===== config.mk =====
export PLATFORM = sky130hd
export DESIGN_NAME = capacitive_gesture_window_classifier
export DESIGN_NICKNAME = d
export VERILOG_FILES = /design/src/sv/cgw_pkg.sv /design/src/sv/cgw_front.sv /design/src/sv/cgw_smooth.sv /design/src/sv/cgw_vote.sv /design/src/sv/capacitive_gesture_window_classifier.sv
export SDC_FILE = /design/constraint.sdc
export NUM_CORES = 1
export LEC_CHECK = 0
export BUFFER_PORTS_ARGS = -buffer_cell sky130_fd_sc_hd__buf_2
export CAP_MARGIN = 20
export CORE_UTILIZATION = 58
export DETAILED_ROUTE_END_ITERATION = 10
export HOLD_SLACK_MARGIN = 0.15
export PLACE_DENSITY_LB_ADDON = 0.12
export RECOVER_POWER = 100
export SKIP_LAST_GASP = 1
export SYNTH_ARGS = -nofsm -noshare
export SYNTH_HDL_FRONTEND = slang
export SYNTH_HIERARCHICAL = 1
export SYNTH_SLANG_ARGS = --single-unit

===== constraint.sdc =====
create_clock -name aclk -period 12.1 [get_ports aclk]
set_input_delay 1.21 -clock aclk [delete_from_list [all_inputs] [get_ports aclk]]
set_output_delay 1.21 -clock aclk [all_outputs]
set_load 0.01 [all_outputs]

===== src/sv/cgw_pkg.sv =====
// shared types, constants and the band lookup for the capacitive gesture window classifier
// used by every module of the block; depends on nothing else
package cgw_pkg;

    localparam int TRIPLES_PER_SAMPLE = 4;
    localparam int BAND_SLOTS         = 6;

    localparam int TC_W      = (TRIPLES_PER_SAMPLE > 1) ? $clog2(TRIPLES_PER_SAMPLE) : 1;
    localparam int SUM_W     = 16 + TC_W;
    localparam int BAND_W    = 3;
    localparam int MAX_BANDS = (BAND_SLOTS - 1 < 5) ? BAND_SLOTS - 1 : 5;
    localparam int CFG_IDX_W = 3;
    localparam int CFG_DW    = 16;

    localparam logic [15:0] ONE_PF      = 16'd1024;
    localparam logic [15:0] SIX_PF      = 16'd6144;
    // ceil(2^18 / 5), exact floor division by five for magnitudes below 2^18
    localparam logic [15:0] RECIP_FIVE  = 16'd52429;
    localparam int          RECIP_SHIFT = 18;

    typedef enum logic [CFG_IDX_W-1:0] {
        REG_BIN_COUNT       = 3'd0,
        REG_BOUNDARY_ONE    = 3'd1,
        REG_BOUNDARY_TWO    = 3'd2,
        REG_BOUNDARY_THREE  = 3'd3,
        REG_BOUNDARY_FOUR   = 3'd4,
        REG_BASELINE_OFFSET = 3'd5,
        REG_WINDOW_LEN      = 3'd6
    } reg_index_t;

    typedef struct packed {
        logic [2:0]  bin_count;
        logic [15:0] boundary_one;
        logic [15:0] boundary_two;
        logic [15:0] boundary_three;
        logic [15:0] boundary_four;
        logic [15:0] baseline_offset;
        logic [7:0]  window_len;
    } cfg_t;

    typedef struct packed {
        logic [15:0] reading_a;
        logic [15:0] reading_b;
        logic [15:0] reading_c;
    } in_item_t;

    typedef struct packed {
        logic signed [15:0] filtered_sample;
        logic               decision_valid;
        logic [BAND_W-1:0]  gesture_class;
    } out_item_t;

    // band 1..n when strictly inside its edges, lowest match first, else 0
    function automatic logic [BAND_W-1:0] pick_band(input logic signed [15:0] v,
                                                     input cfg_t cfg);
        logic [2:0]          n;
        logic [5:0][15:0]    edges;
        logic signed [16:0]  vx;
        logic [BAND_W-1:0]   band;
        n = cfg.bin_count;
        if (n < 3'd2) n = 3'd2;
        if (n > 3'(MAX_BANDS)) n = 3'(MAX_BANDS);
        edges[0] = ONE_PF;
        edges[1] = cfg.boundary_one;
        edges[2] = cfg.boundary_two;
        edges[3] = cfg.boundary_three;
        edges[4] = cfg.boundary_four;
        edges[5] = 16'd0;
        edges[n] = SIX_PF;
        vx = {v[15], v};
        band = '0;
        for (int k = MAX_BANDS; k >= 1; k--) begin
            if (3'(k) <= n && vx > $signed({1'b0, edges[k-1]})
                    && vx < $signed({1'b0, edges[k]})) begin
                band = BAND_W'(k);
            end
        end
        return band;
    endfunction

endpackage


===== src/sv/cgw_front.sv =====
// input register, median of three and per-sample averaging with offset and saturation
// depends on cgw_pkg
module cgw_front (
    input  logic               aclk,
    input  logic               aresetn,
    input  cgw_pkg::cfg_t      cfg,
    input  logic               s_valid,
    output logic               s_ready,
    input  cgw_pkg::in_item_t  s_data,
    output logic               cur_valid,
    input  logic               cur_ready,
    output logic signed [15:0] cur_sample
);
    import cgw_pkg::*;

    logic               in_vld_reg;
    in_item_t           in_data_reg;
    logic [TC_W-1:0]    tc_reg, tc_next;
    logic [SUM_W-1:0]   sum_reg, sum_next, sum_full;
    logic               cur_vld_reg;
    logic signed [15:0] cur_reg, cur_next;
    logic               a_fire, last;
    logic [15:0]        lo, hi, med, avg;
    logic signed [16:0] diff;

    assign a_fire  = in_vld_reg && (!cur_vld_reg || cur_ready);
    assign s_ready = !in_vld_reg || a_fire;

    always_comb begin
        lo = (in_data_reg.reading_a < in_data_reg.reading_b) ?
             in_data_reg.reading_a : in_data_reg.reading_b;
        hi = (in_data_reg.reading_a < in_data_reg.reading_b) ?
             in_data_reg.reading_b : in_data_reg.reading_a;
        if (in_data_reg.reading_c > hi) begin
            med = hi;
        end else if (in_data_reg.reading_c > lo) begin
            med = in_data_reg.reading_c;
        end else begin
            med = lo;
        end
        last     = (tc_reg == TC_W'(TRIPLES_PER_SAMPLE - 1));
        sum_full = sum_reg + SUM_W'(med);
        avg      = 16'(sum_full / TRIPLES_PER_SAMPLE);
        diff     = $signed({1'b0, avg}) - $signed({1'b0, cfg.baseline_offset});
        if (diff > 17'sd32767) begin
            cur_next = 16'sh7fff;
        end else if (diff < -17'sd32768) begin
            cur_next = 16'sh8000;
        end else begin
            cur_next = diff[15:0];
        end
        tc_next  = last ? '0 : tc_reg + 1'b1;
        sum_next = last ? '0 : sum_full;
    end

    always_ff @(posedge aclk) begin
        if (!aresetn) begin
            in_vld_reg  <= 1'b0;
            cur_vld_reg <= 1'b0;
            tc_reg      <= '0;
            sum_reg     <= '0;
        end else begin
            if (s_valid && s_ready) begin
                in_vld_reg <= 1'b1;
            end else if (a_fire) begin
                in_vld_reg <= 1'b0;
            end
            if (a_fire) begin
                tc_reg  <= tc_next;
                sum_reg <= sum_next;
            end
            if (a_fire && last) begin
                cur_vld_reg <= 1'b1;
            end else if (cur_ready) begin
                cur_vld_reg <= 1'b0;
            end
        end
    end

    always_ff @(posedge aclk) begin
        if (s_valid && s_ready) begin
            in_data_reg <= s_data;
        end
        if (a_fire && last) begin
            cur_reg <= cur_next;
        end
    end

    assign cur_valid  = cur_vld_reg;
    assign cur_sample = cur_reg;

endmodule


===== src/sv/cgw_smooth.sv =====
// smoothing stage: (prev + 4*cur)/5 truncated toward zero, by reciprocal multiply
// depends on cgw_pkg
module cgw_smooth (
    input  logic               aclk,
    input  logic               aresetn,
    input  logic               cur_valid,
    output logic               cur_ready,
    input  logic signed [15:0] cur_sample,
    output logic               filt_valid,
    input  logic               filt_ready,
    output logic signed [15:0] filt_sample
);
    import cgw_pkg::*;

    logic signed [15:0] prev_reg, filt_next, filt_reg;
    logic               filt_vld_reg, b_fire, neg;
    logic signed [18:0] total;
    logic [18:0]        total_neg;
    logic [17:0]        mag;
    logic [33:0]        prod;
    logic [15:0]        quot;

    assign cur_ready = !filt_vld_reg || filt_ready;
    assign b_fire    = cur_valid && cur_ready;

    always_comb begin
        total     = {{3{prev_reg[15]}}, prev_reg} + {{1{cur_sample[15]}}, cur_sample, 2'b00};
        neg       = total[18];
        total_neg = 19'd0 - total;
        mag       = neg ? total_neg[17:0] : total[17:0];
        prod      = 34'(mag) * 34'(RECIP_FIVE);
        quot      = prod[RECIP_SHIFT +: 16];
        filt_next = neg ? 16'(16'd0 - quot) : quot;
    end

    always_ff @(posedge aclk) begin
        if (!aresetn) begin
            prev_reg     <= '0;
            filt_vld_reg <= 1'b0;
        end else begin
            if (b_fire) begin
                prev_reg     <= filt_next;
                filt_vld_reg <= 1'b1;
            end else if (filt_ready) begin
                filt_vld_reg <= 1'b0;
            end
        end
    end

    always_ff @(posedge aclk) begin
        if (b_fire) begin
            filt_reg <= filt_next;
        end
    end

    assign filt_valid  = filt_vld_reg;
    assign filt_sample = filt_reg;

endmodule


===== src/sv/cgw_vote.sv =====
// band counting over a voting window, argmax with lowest index on ties, result register
// depends on cgw_pkg
module cgw_vote (
    input  logic                aclk,
    input  logic                aresetn,
    input  cgw_pkg::cfg_t       cfg,
    input  logic                filt_valid,
    output logic                filt_ready,
    input  logic signed [15:0]  filt_sample,
    output logic                m_valid,
    input  logic                m_ready,
    output cgw_pkg::out_item_t  m_data
);
    import cgw_pkg::*;

    logic [BAND_SLOTS-1:0][7:0] cnt_reg, cnt_inc;
    logic [7:0]                 sample_cnt_reg, sc_inc, wl, best_cnt;
    logic [BAND_W-1:0]          band, best;
    logic                       m_vld_reg, c_fire, done, cnt_all_zero;
    out_item_t                  out_reg, out_next;

    assign filt_ready = !m_vld_reg || m_ready;
    assign c_fire     = filt_valid && filt_ready;

    always_comb begin
        band = pick_band(filt_sample, cfg);
        for (int i = 0; i < BAND_SLOTS; i++) begin
            if (band == BAND_W'(i) && cnt_reg[i] != 8'hff) begin
                cnt_inc[i] = cnt_reg[i] + 8'd1;
            end else begin
                cnt_inc[i] = cnt_reg[i];
            end
        end
        best     = '0;
        best_cnt = cnt_inc[0];
        for (int i = 1; i < BAND_SLOTS; i++) begin
            if (cnt_inc[i] > best_cnt) begin
                best     = BAND_W'(i);
                best_cnt = cnt_inc[i];
            end
        end
        sc_inc = sample_cnt_reg + 8'd1;
        wl     = (cfg.window_len == 8'd0) ? 8'd1 : cfg.window_len;
        done   = (sc_inc == 8'd0) || (sc_inc >= wl);
        out_next.filtered_sample = filt_sample;
        out_next.decision_valid  = done;
        out_next.gesture_class   = done ? best : '0;
        cnt_all_zero = 1'b1;
        for (int i = 0; i < BAND_SLOTS; i++) begin
            if (cnt_reg[i] != 8'd0) cnt_all_zero = 1'b0;
        end
    end

    always_ff @(posedge aclk) begin
        if (!aresetn) begin
            cnt_reg        <= '0;
            sample_cnt_reg <= '0;
            m_vld_reg      <= 1'b0;
        end else begin
            if (c_fire) begin
                m_vld_reg <= 1'b1;
                if (done) begin
                    cnt_reg        <= '0;
                    sample_cnt_reg <= '0;
                end else begin
                    cnt_reg        <= cnt_inc;
                    sample_cnt_reg <= sc_inc;
                end
            end else if (m_ready) begin
                m_vld_reg <= 1'b0;
            end
        end
    end

    always_ff @(posedge aclk) begin
        if (c_fire) begin
            out_reg <= out_next;
        end
    end

    assign m_valid = m_vld_reg;
    assign m_data  = out_reg;

    a_class_zero_without_decision: assert property (@(posedge aclk) disable iff (!aresetn)
        m_valid && !m_data.decision_valid |-> m_data.gesture_class == '0)
        else $error("gesture class set without a decision");

    a_class_in_range: assert property (@(posedge aclk) disable iff (!aresetn)
        m_valid |-> m_data.gesture_class <= BAND_W'(BAND_SLOTS - 1))
        else $error("gesture class beyond band slots");

    a_window_clears: assert property (@(posedge aclk) disable iff (!aresetn)
        c_fire && done |=> cnt_all_zero && sample_cnt_reg == 8'd0)
        else $error("counters not cleared after a decision");

    a_window_advances: assert property (@(posedge aclk) disable iff (!aresetn)
        c_fire && !done |=> sample_cnt_reg != 8'd0)
        else $error("sample count did not advance inside a window");

endmodule


===== src/sv/capacitive_gesture_window_classifier.sv =====
// top level of the capacitive gesture window classifier: configuration registers and stages
// depends on cgw_pkg, cgw_front, cgw_smooth, cgw_vote
//
//   channel | ports                         | payload
//   --------+-------------------------------+------------------------------------------
//   input   | s_valid, s_ready, s_data      | reading_a, reading_b, reading_c
//   result  | m_valid, m_ready, m_data      | filtered_sample, decision_valid, gesture_class
//   config  | cfg_wr_en, cfg_index, cfg_wdata | seven registers, one written per write
//
// one input transaction per cycle while m_ready does not stall; every fourth one yields a result transaction
// from input accept to result valid an item passes the average, smooth and vote regs, which
// follow the input reg
// the smoothing register and the band counters update once per sample in their own stage
// a stall on m_ready backs up stage by stage; s_ready drops only when all stages are full
// synchronous active-low reset clears counters, state and valids and loads register defaults
module capacitive_gesture_window_classifier (
    input  logic                            aclk,
    input  logic                            aresetn,
    input  logic                            s_valid,
    output logic                            s_ready,
    input  cgw_pkg::in_item_t               s_data,
    output logic                            m_valid,
    input  logic                            m_ready,
    output cgw_pkg::out_item_t              m_data,
    input  logic                            cfg_wr_en,
    input  logic [cgw_pkg::CFG_IDX_W-1:0]   cfg_index,
    input  logic [cgw_pkg::CFG_DW-1:0]      cfg_wdata
);
    import cgw_pkg::*;

    cfg_t               cfg_reg;
    logic               cur_valid, cur_ready, filt_valid, filt_ready;
    logic signed [15:0] cur_sample, filt_sample;

    always_ff @(posedge aclk) begin
        if (!aresetn) begin
            cfg_reg.bin_count       <= 3'd3;
            cfg_reg.boundary_one    <= 16'd2765;
            cfg_reg.boundary_two    <= 16'd3994;
            cfg_reg.boundary_three  <= 16'd6144;
            cfg_reg.boundary_four   <= 16'd6144;
            cfg_reg.baseline_offset <= 16'd0;
            cfg_reg.window_len      <= 8'd20;
        end else if (cfg_wr_en) begin
            case (cfg_index)
                REG_BIN_COUNT:       cfg_reg.bin_count       <= cfg_wdata[2:0];
                REG_BOUNDARY_ONE:    cfg_reg.boundary_one    <= cfg_wdata;
                REG_BOUNDARY_TWO:    cfg_reg.boundary_two    <= cfg_wdata;
                REG_BOUNDARY_THREE:  cfg_reg.boundary_three  <= cfg_wdata;
                REG_BOUNDARY_FOUR:   cfg_reg.boundary_four   <= cfg_wdata;
                REG_BASELINE_OFFSET: cfg_reg.baseline_offset <= cfg_wdata;
                REG_WINDOW_LEN:      cfg_reg.window_len      <= cfg_wdata[7:0];
                default: ;
            endcase
        end
    end

    cgw_front u_front (
        .aclk       (aclk),
        .aresetn    (aresetn),
        .cfg        (cfg_reg),
        .s_valid    (s_valid),
        .s_ready    (s_ready),
        .s_data     (s_data),
        .cur_valid  (cur_valid),
        .cur_ready  (cur_ready),
        .cur_sample (cur_sample)
    );

    cgw_smooth u_smooth (
        .aclk        (aclk),
        .aresetn     (aresetn),
        .cur_valid   (cur_valid),
        .cur_ready   (cur_ready),
        .cur_sample  (cur_sample),
        .filt_valid  (filt_valid),
        .filt_ready  (filt_ready),
        .filt_sample (filt_sample)
    );

    cgw_vote u_vote (
        .aclk        (aclk),
        .aresetn     (aresetn),
        .cfg         (cfg_reg),
        .filt_valid  (filt_valid),
        .filt_ready  (filt_ready),
        .filt_sample (filt_sample),
        .m_valid     (m_valid),
        .m_ready     (m_ready),
        .m_data      (m_data)
    );

endmodule


### Word-level counts from Yosys, hierarchy flattened

Index checks and enable logic that the tools add are counted.
W data, S select, Z words.

| operators by class | value |
|---|---|
| reduce and logical (&&, ||, !) cells | 47 |
| eq/ne operators | 18 |
| div/mod/pow operators | 0 |
| magnitude comparators | 30 |
| muxes and demuxes | 44 |
| shifts and indexed selects | 0 |
| multipliers | 1 |
| add/sub/neg operators | 13 |
| bitwise gates (word level) | 4 |

Operators by type and width:

| operator | count |
|---|---|
| $mux W16 | 7 |
| $mux W8 | 12 |
| $gt A16 B17 Y1 | 5 |
| $lt A16 B17 Y1 | 5 |
| $and A70 B84 Y84 | 1 |
| $not A84 Y84 | 1 |
| $add A8 B1 Y8 const B | 7 |
| $demux W16 S3 | 1 |
| $mux W48 | 1 |
| $ne A8 B8 Y1 const B | 6 |
| $gt A8 B8 Y1 | 5 |
| $mux W18 | 2 |
| $mul A18 B16 Y34 const B | 1 |
| $gt A16 B16 Y1 | 2 |
| $mux W3 | 9 |
| $logic_and A1 B1 Y1 | 22 |
| $add A16 B18 Y19 | 1 |
| $add A18 B16 Y18 | 1 |
| $sub A1 B18 Y18 const A | 1 |
| $gt A17 B16 Y1 const B | 1 |
| $lt A17 B16 Y1 const B | 1 |
| $sub A16 B16 Y17 | 1 |
| $logic_not A8 Y1 | 2 |
| $lt A16 B16 Y1 | 1 |
| 24 further kinds | 61 |

| storage, ports and cells | value |
|---|---|
| word-level logic and storage cells | 187 |
| bits in registers | 287 |
| memory bits (writable) | 0 |
| output and inout port bits | 22 |
| bits in latches | 0 |
| memories | 0 |
| ROM bits | 0 |

### Logic depth before layout (Yosys ltp)

| logic depth | value |
|---|---|
| depth after elaboration | 31 |
| mapped depth | 65 |
| mapped depth without buffers | 60 |

### Hierarchy

The synthesis kept the hierarchy.

Modules (own cells, without submodules):

| module | area an instance (um^2) | instances | cells an instance |
|---|---|---|---|
| cgw_smooth | 8679.6 | 1 | 991 |
| cgw_vote | 7626.1 | 1 | 947 |
| cgw_front | 6276.0 | 1 | 665 |
| capacitive_gesture_window_classifier | 3474.6 | 1 | 335 |

### Worst setup path after synthesis

No wires, ideal clock.

| timing path | value |
|---|---|
| path kind | reg-to-reg |
| from | register cfg_reg[89] in the netlist's numbering |
| to | register u_vote.out_reg (netlist bit u_vote/m_data[0]) (data pin) |
| arrival time | 11.715 ns |
| path buffers | 6 |
| setup slack | 0.105 ns |
| required time | 11.820 ns |
| stages on the path, launching flop included | 64 |
| setup time | 0.280 ns |
| cells stage by stage | dfxtp_1 nor2_1 nand2_1 clkbuf_1 nand2_1 ha_1 nand4_1 or4_1 nand2_1 a31oi_1 a31oi_1 and4_1 buf_6 and4_2 nand3_1 xor2_1 ha_1 a21o_1 [... 28 more ...] o21ai_0 nand2b_1 a21oi_1 o21ai_0 o21ai_0 dlygate4sd3_1 nand3_1 mux2i_1 ha_1 nor2b_1 o21a_1 o21ai_0 nand2b_1 a21oi_1 o21ai_0 o21ai_0 nor2b_1 a311oi_2 |

| on the way | value |
|---|---|
| cells in the longest elaborated chain, start to end | 31 |
| elaborated cells between the ends (all ways) | 74 |
| classes of those cells | 24 x order compare; 5 x eq/ne; 24 x mux; 3 x bitwise; 18 x reduce/logical |

RTL lines:

| what | line | text |
|---|---|---|
| from (decl) | capacitive_gesture_window_classifier.sv:31 | `cfg_t cfg_reg;` |
| $lt A3 B2 Y1 | cgw_pkg.sv:61 | `if (n < 3'd2) n = 3'd2;` |
| $mux W3 * | cgw_pkg.sv:61 |  |
| $gt A3 B3 Y1 | cgw_pkg.sv:62 | `if (n > 3'(MAX_BANDS)) n = 3'(MAX_BANDS);` |
| $mux W3 * | cgw_pkg.sv:62 |  |
| $lt A3 B4 Y1 (implied by the code) or $ge A3 B1 Y1 (tied branches) | cgw_pkg.sv:69 | `edges[n] = SIX_PF;` |
| $logic_and A1 B1 Y1 (implied by the code) | cgw_pkg.sv:69 |  |
| $mux W16 (implied by the code) | cgw_pkg.sv:69 |  |
| $demux W16 S3 | -- |  |
| [... 15 more ...] | -- |  |
| $gt A8 B8 Y1 | cgw_vote.sv:37 | `if (cnt_inc[i] > best_cnt) begin` |
| $mux W8 | cgw_vote.sv:37 |  |
| $gt A8 B8 Y1 | cgw_vote.sv:37 |  |
| $mux W8 | cgw_vote.sv:37 |  |
| $gt A8 B8 Y1 | cgw_vote.sv:37 |  |
| $mux W8 | cgw_vote.sv:37 |  |
| $gt A8 B8 Y1 | cgw_vote.sv:37 |  |
| $mux W3 * | cgw_vote.sv:37 |  |
| to (signal assigned) | cgw_vote.sv:77 | `out_reg <= out_next;` |
| to (decl) | cgw_vote.sv:20 | `out_item_t out_reg, out_next;` |

Mark *: on every way between the ends. The rest lies on a longest branch, timed or not.
A chain may end at the register's enable or synchronous reset.

### Final worst setup path

| timing path | value |
|---|---|
| from | register cfg_reg[90] in the netlist's numbering |
| to | register u_vote.out_reg (netlist bit u_vote/m_data[0]) (data pin) |

Same word-level chain as after synthesis.

==> run summary <==
* sum of net half-perimeters after detailed placement: 54.9 mm
* share of final-layout standard cells stronger than drive strength 1: 8.56%
* leading register cell type out of synthesis: sky130_fd_sc_hd__dfxtp_1
* clock buffers created by TritonCTS: 31
* type of the tightest min-delay check: reg -> reg
* num ports: 94
* die extent in y: 214 um
* crit-path max cell delay: 470 ps
* initial core utilization: 58.9%
* final design instance area without fill: 0.0283 mm2
* required arrival time at the worst endpoint: 12430 ps
* routed wire length: 70.9 mm
* type of origin of the critical path: register
* total grt overflow: 0
* Seq. cell area: 0.00675 mm2
* average routed wire per standard cell: 19.5 um
* most frequent cells in the layout: sky130_fd_sc_hd__ha_1 (359), sky130_fd_sc_hd__inv_1 (322), sky130_fd_sc_hd__nand2_1 (302)
* Final Hold Fails: 0
* number of warning messages in the yosys log: 6
* GRT Overall Usage: 30.5%
* arrival time of data at the critical path endpoint: 11750 ps
* CTS Sinks: 287
* die width: 214 um
* nature of the critical path endpoint: register
* total of max-cap violations: 7
* total number of placement rows: 77
* area enclosed by the die boundary: 0.0458 mm2
* largest fanout on the critical path: 16
* Final #Nets: 3538
* count of flip-flops with a built-in enable after synthesis: 100
* synthesized net count: 3462
* max-slew violation total from the final report: 441
* cell taking the most area after synthesis: sky130_fd_sc_hd__ha_1
* cell count after synthesis: 2938
* per-cell via count in the routed design: 5.99
* transition at the pin with the smallest max-transition slack: 3380 ps
* CTS H-tree depth: 1
* synthesized area per cell: 8.87 um2
* global-route wire length before repair: 113 mm
* number of antenna cells inserted: 0
* largest cells by area after synthesis: sky130_fd_sc_hd__ha_1 (17%), sky130_fd_sc_hd__dfxtp_1 (14%), sky130_fd_sc_hd__edfxtp_1 (12%), sky130_fd_sc_hd__fa_1 (7.1%), sky130_fd_sc_hd__inv_1 (4.6%)
* Static Leak: 12.9 nW
* area of the mapped netlist: 0.0261 mm2
* number of antenna violations at the first check in global routing: 0
* number of design rule violations left after detail routing: 0
* via count of the first global-routing pass: 21158
* area growth from synthesis to layout: 8.73%
* clk slew on worst S/H paths: 70 ps
* proportion of netlist area held by the largest area contributor: 17.2%
* source-to-sink clock delay at the later pin of the worst-skew pair: 590 ps
* Max VDD drop: 0.186 mV
* area of the multi-input gates: 0.0177 mm2
* area of the core region: 0.0442 mm2
* fin crit share: 94.4%
* critical path's most frequent cell: sky130_fd_sc_hd__ha_1
* Pwr per Cell Area: 157 mW/mm2
* Max Freq: 87.6 MHz
* critical setup path kind: reg -> reg
* buffers added on ports: 93
* routed via count: 21754
* count of fill cells added during filler insertion: 3793
* final critical-path required period: 11420 ps
* fraction of synthesis flops using an asynchronous set or reset pin: 0%
* violated checks: max-capacitance violations, max-slew violations
* number of distinct library cells after synthesis: 124
* CTS tree: built
* worst clock skew: 27.2 ps
* Max Root-Sink Buffers: 3
* buffer cell driving the clock tree root: sky130_fd_sc_hd__clkbuf_16
* largest net degree at the start of global routing: 85
* setup violators final: 0
* result of the run: finished with violations
* Overall Power: 0.00446 W
* # hold bufs at CTS: 0
* antenna-violating nets left: 0
* commonest non-fill, non-tap cell in the layout: sky130_fd_sc_hd__ha_1
* Slowest-stage cell, CP: sky130_fd_sc_hd__a2111oi_2
* max reg flops: 91
* cell area after placement: 0.0271 mm2
* share of the yosys chip area belonging to registers: 25.9%
* final RePlAce weighted congestion: 0.943
* count of state elements after synthesis: 287
* Relative slew margins: -125%
* first-pass iteration count of the detailed router: 10
* initial DRC count: 1842
==> worst max-delay path: cells and delay by family, from the launching register on <==
family,cells,cell delay (ps)
and+or+nand+nor,18,2860
adders and majority gates,6,1510
buffers and inverters,3,460
muxes,4,1010
xor gates and xnor gates,1,190
AOI/OAI and AO/OA,26,4680
DFF,1,410
==> routing by layer <==
metal | part of all wire, % | GRT usage [%] | routed length (um) | vias to the layer above
li1 | - | - | - | 10517
met1 | 46 | 42.6 | 32800 | 10483
met2 | 46 | 50.4 | 32700 | 646
met3 | 5.6 | 3.68 | 4000 | 108
met4 | 2.1 | 7.27 | 1470 | 0
met5 | 0 | 0 | 0 | -
==> cells by family (layout without fill, tap and decap cells) <==
| group | count (synthesis) | count (layout) | synth area share, % |
|---|---|---|---|
| multiplexers | 123 | 123 | 4.93 |
| flip-flops | 287 | 287 | 25.9 |
| buffers and inverters | 425 | 526 | 6.43 |
| AO/OA/AOI/OAI | 605 | 605 | 15.9 |
| adder cells (fa/ha/maj) | 456 | 456 | 24.5 |
| AND/OR/NAND/NOR | 898 | 898 | 17.4 |
| XOR/XNOR | 144 | 144 | 4.97 |
==> stage by stage <==
step	hold slack [ps]	util, %	std cells	setup slack (ps)	setup TNS, ps
after floorplan	430	-	2938	105	0
after global routing	469	64.1	3631	-4.25	-4.25
final	452	64.1	3631	681	0
after global placement	440	61.2	3552	114	0
after detailed placement	445	61.2	3552	-219	-364
after CTS	454	63.8	3613	5.39	0
==> timing repair <==
item / CTS / global route
buffers inserted: 3 / 18
hold endpoints to repair: 0 / 0
gates resized for setup: 5 / 24
setup endpoints to repair: 3 / 3
pin swaps: 0 / 5
==> layout make-up <==
| cell class | count | area share, % |
|---|---|---|
| clock buffer | 40 | 3.15 |
| clock inverter | 18 | 0.817 |
| inverter | 325 | 4.31 |
| multi-input combinational | 2226 | 62.5 |
| sequential | 287 | 23.8 |
| tap | 592 | 2.61 |
| timing repair buffer | 143 | 2.76 |
==> power by group <==
group	switching, W	internal, W
Clock	0.000421	0.000613
Sequential	0.0000274	0.00112
Combinational	0.00141	0.000865
Total	0.00186	0.00260
==> path summary, 6_finish.rpt <==
kind,startpoint,end,slack [ps],cells past startpoint
min reg2reg,cfg_reg[56]$_SDFFE_PN0P_,cfg_reg[56]$_SDFFE_PN0P_,450,2
max,cfg_reg[90]$_SDFFE_PN0P_,u_vote/m_data[0]$_SDFFCE_PN0P_,680,58
max reg2reg,cfg_reg[90]$_SDFFE_PN0P_,u_vote/m_data[0]$_SDFFCE_PN0P_,680,58
min,cfg_reg[56]$_SDFFE_PN0P_,cfg_reg[56]$_SDFFE_PN0P_,450,2
==> Yosys cell counts, types with 51 or more instances <==
master / number
sky130_fd_sc_hd__ha_1: 359
sky130_fd_sc_hd__inv_1: 322
sky130_fd_sc_hd__nand2_1: 302
sky130_fd_sc_hd__dfxtp_1: 187
sky130_fd_sc_hd__a21oi_1: 184
sky130_fd_sc_hd__nor2_1: 152
sky130_fd_sc_hd__o21ai_0: 118
sky130_fd_sc_hd__mux2i_1: 109
sky130_fd_sc_hd__edfxtp_1: 100
sky130_fd_sc_hd__fa_1: 93
sky130_fd_sc_hd__nor2b_1: 93
sky130_fd_sc_hd__xnor2_1: 90
sky130_fd_sc_hd__nand3_1: 85
sky130_fd_sc_hd__clkbuf_1: 74
sky130_fd_sc_hd__nand4_1: 53
sky130_fd_sc_hd__xor2_1: 51
Power figures use the tool's default switching activity.
